==> src/design/zsbc_pkg.sv <==
package zsbc_pkg;

   localparam int OUT_BITS  = 48;
   localparam int WIDE_BITS = 64;
   localparam int N_CLASS   = 10;

   localparam logic [31:0] LOCAL_SIG = 32'h04034b50;

   // signature byte index of the last signature byte
   localparam logic [4:0] SIG_LAST   = 5'd3;
   // header byte positions
   localparam logic [4:0] POS_METH_L = 5'd4;
   localparam logic [4:0] POS_METH_H = 5'd5;
   localparam logic [4:0] POS_SIZE_0 = 5'd14;
   localparam logic [4:0] POS_SIZE_1 = 5'd15;
   localparam logic [4:0] POS_SIZE_2 = 5'd16;
   localparam logic [4:0] POS_SIZE_3 = 5'd17;
   localparam logic [4:0] POS_NAME_L = 5'd22;
   localparam logic [4:0] POS_NAME_H = 5'd23;
   localparam logic [4:0] POS_EXTR_L = 5'd24;
   localparam logic [4:0] POS_EXTR_H = 5'd25;

   localparam logic [7:0] CH_SPACE   = 8'd32;
   localparam logic [7:0] CH_NL      = 8'd10;
   localparam logic [7:0] CH_LBRACE  = 8'd123;
   localparam logic [7:0] CH_RBRACE  = 8'd125;
   localparam logic [7:0] CH_QUOTE   = 8'd34;
   localparam logic [7:0] CH_COLON   = 8'd58;
   localparam logic [7:0] CH_COMMA   = 8'd44;

   localparam int CI_BYTES = 0;
   localparam int CI_HIBIT = 1;
   localparam int CI_SPACE = 2;
   localparam int CI_NL    = 3;
   localparam int CI_BRACE = 4;
   localparam int CI_QUOTE = 5;
   localparam int CI_COLON = 6;
   localparam int CI_COMMA = 7;
   localparam int CI_OK    = 8;
   localparam int CI_SKIP  = 9;

   localparam logic [1:0] ST_BETWEEN = 2'd0;
   localparam logic [1:0] ST_BAD_SIG = 2'd1;
   localparam logic [1:0] ST_INSIDE  = 2'd2;

   typedef enum logic [2:0] {
      PH_SIG  = 3'd0,
      PH_HDR  = 3'd1,
      PH_SKIP = 3'd2,
      PH_DATA = 3'd3,
      PH_STOP = 3'd4
   } phase_type;

   typedef struct packed {
      logic [7:0] data_byte;
      logic       end_of_stream;
   } req_type;

   typedef struct packed {
      logic [OUT_BITS-1:0] byte_count;
      logic [OUT_BITS-1:0] high_bit_count;
      logic [OUT_BITS-1:0] space_count;
      logic [OUT_BITS-1:0] newline_count;
      logic [OUT_BITS-1:0] brace_count;
      logic [OUT_BITS-1:0] quote_count;
      logic [OUT_BITS-1:0] colon_count;
      logic [OUT_BITS-1:0] comma_count;
      logic [OUT_BITS-1:0] stored_files;
      logic [OUT_BITS-1:0] skipped_files;
      logic [1:0]          end_status;
   } rsp_type;

   // events from the parser to the counter bank for one item
   typedef struct packed {
      logic       count_data;
      logic [7:0] data_byte;
      logic       entry_ok;
      logic       entry_skip;
   } hit_type;

endpackage

==> src/design/zsbc_parser.sv <==
module zsbc_parser (
   input  logic             clock,
   input  logic             reset,
   input  logic             fire,
   input  zsbc_pkg::req_type item,
   output zsbc_pkg::hit_type hit,
   output logic [1:0]       end_status
);
   import zsbc_pkg::*;

   phase_type   phase_ff, phase_in;
   logic [4:0]  pos_ff, pos_in;
   logic        sig_ok_ff, sig_ok_in;
   logic [15:0] method_ff, method_in;
   logic [31:0] size_ff, size_in;
   logic [15:0] name_ff, name_in;
   logic [15:0] extra_ff, extra_in;
   logic [31:0] left_ff, left_in;

   logic [7:0]  b;
   logic [7:0]  sig_byte;
   logic        sig_ok_n;
   logic [16:0] skip_sum;
   logic        begin_data;
   logic        finish;

   assign b        = item.data_byte;
   assign sig_byte = LOCAL_SIG[{pos_ff[1:0], 3'b000} +: 8];
   assign sig_ok_n = sig_ok_ff & (b == sig_byte);
   // name length is complete here; extra length high byte is arriving now
   assign skip_sum = {1'b0, name_ff} + {1'b0, b, extra_ff[7:0]};

   always_comb begin
      phase_in   = phase_ff;
      pos_in     = pos_ff;
      sig_ok_in  = sig_ok_ff;
      method_in  = method_ff;
      size_in    = size_ff;
      name_in    = name_ff;
      extra_in   = extra_ff;
      left_in    = left_ff;
      begin_data = 1'b0;
      finish     = 1'b0;
      hit        = '0;
      hit.data_byte = b;

      case (phase_ff)
         PH_SIG: begin
            sig_ok_in = sig_ok_n;
            pos_in    = pos_ff + 5'd1;
            if (pos_ff == SIG_LAST) begin
               if (sig_ok_n) begin
                  phase_in  = PH_HDR;
                  pos_in    = '0;
                  method_in = '0;
                  size_in   = '0;
                  name_in   = '0;
                  extra_in  = '0;
               end else begin
                  phase_in = PH_STOP;
               end
            end
         end
         PH_HDR: begin
            pos_in = pos_ff + 5'd1;
            if (pos_ff == POS_METH_L) method_in[7:0]   = b;
            if (pos_ff == POS_METH_H) method_in[15:8]  = b;
            if (pos_ff == POS_SIZE_0) size_in[7:0]     = b;
            if (pos_ff == POS_SIZE_1) size_in[15:8]    = b;
            if (pos_ff == POS_SIZE_2) size_in[23:16]   = b;
            if (pos_ff == POS_SIZE_3) size_in[31:24]   = b;
            if (pos_ff == POS_NAME_L) name_in[7:0]     = b;
            if (pos_ff == POS_NAME_H) name_in[15:8]    = b;
            if (pos_ff == POS_EXTR_L) extra_in[7:0]    = b;
            if (pos_ff == POS_EXTR_H) begin
               extra_in[15:8] = b;
               pos_in         = '0;
               if (skip_sum == '0) begin
                  begin_data = 1'b1;
               end else begin
                  phase_in = PH_SKIP;
                  left_in  = 32'(skip_sum);
               end
            end
         end
         PH_SKIP: begin
            left_in = left_ff - 32'd1;
            if (left_ff == 32'd1) begin_data = 1'b1;
         end
         PH_DATA: begin
            hit.count_data = (method_ff == '0);
            left_in        = left_ff - 32'd1;
            if (left_ff == 32'd1) finish = 1'b1;
         end
         default: ;
      endcase

      if (begin_data) begin
         left_in = size_ff;
         if (size_ff == '0) finish = 1'b1;
         else phase_in = PH_DATA;
      end

      if (finish) begin
         hit.entry_ok   = (method_ff == '0);
         hit.entry_skip = (method_ff != '0);
         phase_in       = PH_SIG;
         pos_in         = '0;
         sig_ok_in      = 1'b1;
      end

      case (phase_in)
         PH_STOP: end_status = ST_BAD_SIG;
         PH_SIG:  end_status = ST_BETWEEN;
         default: end_status = ST_INSIDE;
      endcase

      // end of stream: report, then start over
      if (item.end_of_stream) begin
         phase_in  = PH_SIG;
         pos_in    = '0;
         sig_ok_in = 1'b1;
         method_in = '0;
         size_in   = '0;
         name_in   = '0;
         extra_in  = '0;
         left_in   = '0;
      end
   end

   always_ff @(posedge clock) begin
      if (reset) begin
         phase_ff  <= PH_SIG;
         pos_ff    <= '0;
         sig_ok_ff <= 1'b1;
         method_ff <= '0;
         size_ff   <= '0;
         name_ff   <= '0;
         extra_ff  <= '0;
         left_ff   <= '0;
      end else if (fire) begin
         phase_ff  <= phase_in;
         pos_ff    <= pos_in;
         sig_ok_ff <= sig_ok_in;
         method_ff <= method_in;
         size_ff   <= size_in;
         name_ff   <= name_in;
         extra_ff  <= extra_in;
         left_ff   <= left_in;
      end
   end

endmodule

==> src/design/zsbc_counters.sv <==
module zsbc_counters #(
   parameter int COUNTER_BITS = 48
) (
   input  logic                    clock,
   input  logic                    reset,
   input  logic                    fire,
   input  logic                    clear,
   input  zsbc_pkg::hit_type       hit,
   output logic [COUNTER_BITS-1:0] cnt_next [zsbc_pkg::N_CLASS]
);
   import zsbc_pkg::*;

   logic [COUNTER_BITS-1:0] cnt_ff [N_CLASS];
   logic [N_CLASS-1:0]      bump;

   always_comb begin
      bump           = '0;
      bump[CI_BYTES] = hit.count_data;
      bump[CI_HIBIT] = hit.count_data & hit.data_byte[7];
      bump[CI_SPACE] = hit.count_data & (hit.data_byte == CH_SPACE);
      bump[CI_NL]    = hit.count_data & (hit.data_byte == CH_NL);
      bump[CI_BRACE] = hit.count_data & ((hit.data_byte == CH_LBRACE) ||
                                         (hit.data_byte == CH_RBRACE));
      bump[CI_QUOTE] = hit.count_data & (hit.data_byte == CH_QUOTE);
      bump[CI_COLON] = hit.count_data & (hit.data_byte == CH_COLON);
      bump[CI_COMMA] = hit.count_data & (hit.data_byte == CH_COMMA);
      bump[CI_OK]    = hit.entry_ok;
      bump[CI_SKIP]  = hit.entry_skip;
   end

   for (genvar i = 0; i < N_CLASS; i++) begin : g_cnt
      // saturate at all ones
      assign cnt_next[i] = (bump[i] && !(&cnt_ff[i])) ?
                           cnt_ff[i] + COUNTER_BITS'(1) : cnt_ff[i];

      always_ff @(posedge clock) begin
         if (reset) begin
            cnt_ff[i] <= '0;
         end else if (fire) begin
            cnt_ff[i] <= clear ? '0 : cnt_next[i];
         end
      end
   end

endmodule

==> src/design/zip_stored_byte_class_counter.sv <==
// Channel  Dir  Handshake              Payload
// req      in   req_valid / req_ready  req_item : zsbc_pkg::req_type (one archive byte)
// rsp      out  rsp_valid / rsp_ready  rsp_item : zsbc_pkg::rsp_type (counters, status)
//
// One byte per cycle sustained: an input register feeds the parser and the
// saturating counter bank, whose next values land in the result register.
// A result is captured in the result register when its end-of-stream byte leaves the input register.
// Only an end-of-stream byte waits on a full result register; other bytes
// keep flowing while a result is held. Reset is synchronous and clears all
// parse state and counters.
module zip_stored_byte_class_counter #(
   parameter int COUNTER_BITS = 48
) (
   input  logic              clock,
   input  logic              reset,
   input  logic              req_valid,
   output logic              req_ready,
   input  zsbc_pkg::req_type req_item,
   output logic              rsp_valid,
   input  logic              rsp_ready,
   output zsbc_pkg::rsp_type rsp_item
);
   import zsbc_pkg::*;

   logic                    in_valid_ff;
   req_type                 in_item_ff;
   logic                    rsp_valid_ff, rsp_valid_in;
   rsp_type                 rsp_item_ff, rsp_item_in;
   logic                    fire;
   logic                    last;
   hit_type                 hit;
   logic [1:0]              end_status;
   logic [COUNTER_BITS-1:0] cnt_next [N_CLASS];
   logic [WIDE_BITS-1:0]    wide [N_CLASS];

   assign last      = in_item_ff.end_of_stream;
   // the last byte of a stream needs room in the result register
   assign fire      = in_valid_ff && (!last || !rsp_valid_ff || rsp_ready);
   assign req_ready = !in_valid_ff || fire;

   zsbc_parser u_parser (
      .clock      (clock),
      .reset      (reset),
      .fire       (fire),
      .item       (in_item_ff),
      .hit        (hit),
      .end_status (end_status)
   );

   zsbc_counters #(
      .COUNTER_BITS (COUNTER_BITS)
   ) u_counters (
      .clock    (clock),
      .reset    (reset),
      .fire     (fire),
      .clear    (last),
      .hit      (hit),
      .cnt_next (cnt_next)
   );

   for (genvar i = 0; i < N_CLASS; i++) begin : g_wide
      assign wide[i] = WIDE_BITS'(cnt_next[i]);
   end

   always_comb begin
      rsp_item_in.byte_count     = wide[CI_BYTES][OUT_BITS-1:0];
      rsp_item_in.high_bit_count = wide[CI_HIBIT][OUT_BITS-1:0];
      rsp_item_in.space_count    = wide[CI_SPACE][OUT_BITS-1:0];
      rsp_item_in.newline_count  = wide[CI_NL][OUT_BITS-1:0];
      rsp_item_in.brace_count    = wide[CI_BRACE][OUT_BITS-1:0];
      rsp_item_in.quote_count    = wide[CI_QUOTE][OUT_BITS-1:0];
      rsp_item_in.colon_count    = wide[CI_COLON][OUT_BITS-1:0];
      rsp_item_in.comma_count    = wide[CI_COMMA][OUT_BITS-1:0];
      rsp_item_in.stored_files   = wide[CI_OK][OUT_BITS-1:0];
      rsp_item_in.skipped_files  = wide[CI_SKIP][OUT_BITS-1:0];
      rsp_item_in.end_status     = end_status;

      rsp_valid_in = rsp_valid_ff;
      if (fire && last) rsp_valid_in = 1'b1;
      else if (rsp_ready) rsp_valid_in = 1'b0;
   end

   always_ff @(posedge clock) begin
      if (reset) begin
         in_valid_ff  <= 1'b0;
         rsp_valid_ff <= 1'b0;
      end else begin
         if (req_ready) in_valid_ff <= req_valid;
         rsp_valid_ff <= rsp_valid_in;
      end
   end

   always_ff @(posedge clock) begin
      if (req_valid && req_ready) in_item_ff <= req_item;
      if (fire && last) rsp_item_ff <= rsp_item_in;
   end

   assign rsp_valid = rsp_valid_ff;
   assign rsp_item  = rsp_item_ff;

endmodule
==> config.mk <==
export PLATFORM = sky130hd
export DESIGN_NAME = zip_stored_byte_class_counter
export DESIGN_NICKNAME = d
export VERILOG_FILES = /design/src/design/zsbc_pkg.sv /design/src/design/zsbc_parser.sv /design/src/design/zsbc_counters.sv /design/src/design/zip_stored_byte_class_counter.sv
export SDC_FILE = /design/constraint.sdc
export NUM_CORES = 2
export LEC_CHECK = 0
export ABC_CLOCK_PERIOD_IN_PS = 16100
export BUFFER_PORTS_ARGS = -buffer_cell sky130_fd_sc_hd__buf_2
export CORE_AREA = 2 2 292 294
export DETAILED_ROUTE_END_ITERATION = 8
export DIE_AREA = 0 0 294 296
export GPL_TIMING_DRIVEN = 0
export MAX_ROUTING_LAYER = met4
export PLACE_DENSITY = 0.83
export SYNTH_ARGS = -nofsm -noshare
export SYNTH_HDL_FRONTEND = slang
export SYNTH_SLANG_ARGS = --single-unit
==> constraint.sdc <==
create_clock -name clock -period 16.1 [get_ports clock]
set_clock_uncertainty 0.15 [all_clocks]
set_input_delay 3.22 -clock clock [delete_from_list [all_inputs] [get_ports clock]]
set_output_delay 3.22 -clock clock [all_outputs]
set_load 0.005 [all_outputs]
==> impl_metrics.csv <==
group,metric,value,unit
place,gp_congestion,0.989,
sta,fin_crit_sh,0.472,
yosys,synth_nets,3998,
sta,slew_headroom,0.0598,
critical_path,crit_slowest_cell,"nor2b_1",
floorplanning,io_pins,497,
floorplanning,die_w,294,µm
floorplanning,die_y,296,µm
critical_path,worst-path-buf-inv,2,
routing,routed_via_density,5.80,
yosys,avgSynthCellArea,12.5,µm²
pwr,leakage,0.0216,µW
yosys,syn_area,49200,µm²
routing,dr.pass1.iters,6,
sta,rsz0062_at_grt,"false",
critical_path,cp.required,12.73,ns
finish,syn_to_final_growth,15.8,%
place,portBuffers,496,
yosys,synth_area_leader_cell,"edfxtp_1",
sta,setup_viol,0,
finish,fill_cells,5857,
routing,wire_per_inst,21.0,µm
global_route,gr-usage-all-layers,0.280,
finish,drive_gt1_frac,0.162,
routing,drc,0,
global_route,grt_pass1_vias,32000,
clock_tree,cts_hold_buf,0,
finish,finalNetCount,4613,
clock_tree,clock_latency,0.69,ns
clock_tree,cts_max_path_buffers,3,
critical_path,path_class,"input port to output port",
critical_path,path_cells,"buf_2 -> nor2b_1 -> nand3_1 -> buf_2",
critical_path,cp.arrival,4.23,ns
yosys,ys_warn_count,0,
pwr,max-vdd-ir-drop,0.0999,mV
floorplanning,core,84200,µm²
place,dpl_worst_slack,8.63,ns
yosys,ys_top_cells_by_area,"edfxtp_1, and2_1, xnor2_1",
floorplanning,dieArea,87000,µm²
place,dpl.cell_count,5545,
yosys,synth_flop_cell,"edfxtp_1",
yosys,ys_async_sr_fraction,0,
global_route,antenna_found_initial,4,
run_status,status,"complete, no violations",
clock_tree,cts.htree.levels,3,
clock_tree,clock-sinks,1086,
clock_tree,cts_tree,"done",
sta,tns,0,ns
critical_path,crit_family,"simple AND/OR/NAND/NOR gates",
critical_path,worstPathMaxFanout,4,
sta,finalHoldWorstSlack,0.333,ns
sta,setup_ws,8.50,ns
global_route,overflow,0,
finish,stdcell_count,5749,
yosys,synth_edf_count,971,
sta,drv_slew,0,
sta,hold_viol,0,
finish,multi_input_area,16900,µm²
floorplanning,floorplan.initialDensity,0.585,
critical_path,end_kind,"output port",
sta,worst-slew-pin-transition,1.40,ns
floorplanning,rows,107,
routing,ant_nets,0,
clock_tree,cts_root_buf,"clkbuf_16",
yosys,synth_top_area_frac,0.592,
clock_tree,cts_resized,0,
critical_path,start_kind,"input port",
yosys,synth_cell_types,90,
sta,fin_crit,7.60,ns
pwr,p_per_area,108,nW/µm²
global_route,grt_pass1_wl,182000,µm
critical_path,critical_path.max_stage_delay,0.49,ns
yosys,seq_area_frac_synth,0.639,
routing,wl,121000,µm
place,dp_hpwl,84900,µm
clock_tree,clkTransAtPathRegs,0.06,ns
critical_path,crit_top_cell,"buf_2",
min_path,worstHoldPathType,"register to register",
sta,max_freq,0.132,GHz
finish,seqCellArea,31500,µm²
yosys,synth-seq-cells,1086,
global_route,grt_max_degree,140,
job,cap_violations,0,
clock_tree,cts_buffers,109,
routing,vias,33400,
clock_tree,post_cts_buffers,0,
routing,first_iter_violations,3146,
yosys,synthCells,3951,
[metrics by stage]
stage                     total power [µW]  cell area (µm²)  utilization
after floorplan                       3510            49200            -
after global placement                3640            53100        0.631
after detailed placement              3590            53300        0.633
after CTS                             6190            57000        0.677
after global routing                  6330            57000        0.677
final                                 6160            57000        0.677
[layer usage]
metal | part of all wire | GRT usage | vias up
met2 | 0.48 | 0.440 | 1334
met4 | 0.048 | 0.133 | 0
met5 | 0 | - | -
met3 | 0.073 | 0.0469 | 303
li1 | - | - | 15400
met1 | 0.40 | 0.358 | 16300
[layout make-up]
class                      instances  area share
sequential                      1086       0.552
clock buffer                     122      0.0498
inverter                          85     0.00586
multi-input combinational       2645       0.297
tap                             1090      0.0239
buffer                           135     0.00957
timing repair buffer             504      0.0470
clock inverter                    80      0.0153
antenna                            2   0.0000878
[cell usage in the layout, fill, tap and decap left out, types with 33 or more instances in the layout]
cell type / instances
clkbuf_1: 117
nand3_1: 175
a21oi_1: 73
and2_1: 527
nor4_1: 52
nand4_1: 118
nor2_1: 297
and3_1: 111
inv_1: 83
and4_1: 47
ha_1: 33
o21ai_0: 52
nand2_1: 271
mux2i_1: 72
buf_2: 510
dfxtp_1: 115
edfxtp_1: 971
clkbuf_16: 112
xnor2_1: 276
nor3_1: 100
xor2_1: 222
[worst paths after layout]
check / startpoint / endpoint / slack, ns / cells past startpoint
worst max register to register: in_item_ff[2] / u_counters.cnt_ff[8][32] / 11.18 / 12
worst min-delay path: u_parser.left_ff[14] / u_parser.left_ff[14] / 0.33 / 2
worst min register to register: u_parser.left_ff[14] / u_parser.left_ff[14] / 0.33 / 2
worst max-delay path: rsp_ready / req_ready / 8.50 / 4
[power by group]
part,switching (µW),internal [µW]
sequential,81.7,3190
combinational,170,92.4
clock,1110,1520
total,1360,4800
[sequential cells by signal, summed over array words and instances (netlist names)]
name                flops
u_parser.phase_ff       3
in_item_ff              8
u_parser.left_ff       32
rsp_valid               1
u_counters.cnt_ff     480
in_valid_ff             1
u_parser.extra_ff       8
u_parser.size_ff       32
u_parser.method_ff     16
u_parser.pos_ff         5
last                    1
u_parser.sig_ok_ff      1
u_parser.name_ff       16
rsp_item              482
[synth_stat cells (3+ instances only)]
cell,number
inv_1,85
or3_1,24
mux2i_1,72
nor3b_1,5
nand2_1,271
a31oi_1,6
a21o_1,7
o21a_1,3
buf_6,3
nor4b_1,3
nand3_1,175
a21oi_1,73
dfxtp_1,115
nor2b_1,14
xnor2_1,276
and4_1,47
ha_1,33
a211oi_1,22
and3_1,111
buf_1,12
buf_2,13
o21ai_0,52
nand2b_1,9
mux2_2,8
o32ai_1,4
edfxtp_1,971
nor2_1,297
and2_1,527
o41ai_1,3
nor4_2,7
nand4b_1,3
nand4_1,118
or4_4,5
clkbuf_1,107
nor4_1,52
o21bai_1,3
o211ai_1,6
nor3_1,100
or4_1,14
xor2_1,222
or2_2,15
[worst register-to-register path, cell delays in order, from the launching register on]
cell	delay, ns
edfxtp_1	0.56
ha_1	0.36
clkbuf_1	0.20
a21oi_1	0.33
o21ai_0	0.23
o41ai_1	0.67
mux2_2	0.43
and4_1	0.23
o21ai_2	0.51
clkbuf_1	0.52
nor2_1	0.13
xor2_1	0.20
and2_1	0.15
[kinds of logic after synthesis]
family | count (synthesis) | synth area share
flops | 1086 | 0.639
mux | 80 | 0.0165
fa+ha+maj | 34 | 0.00879
simple gates | 1816 | 0.201
compound gates | 216 | 0.0281
xor+xnor | 499 | 0.0889
buf+inv | 220 | 0.0176
Power figures use the tool's default switching activity.
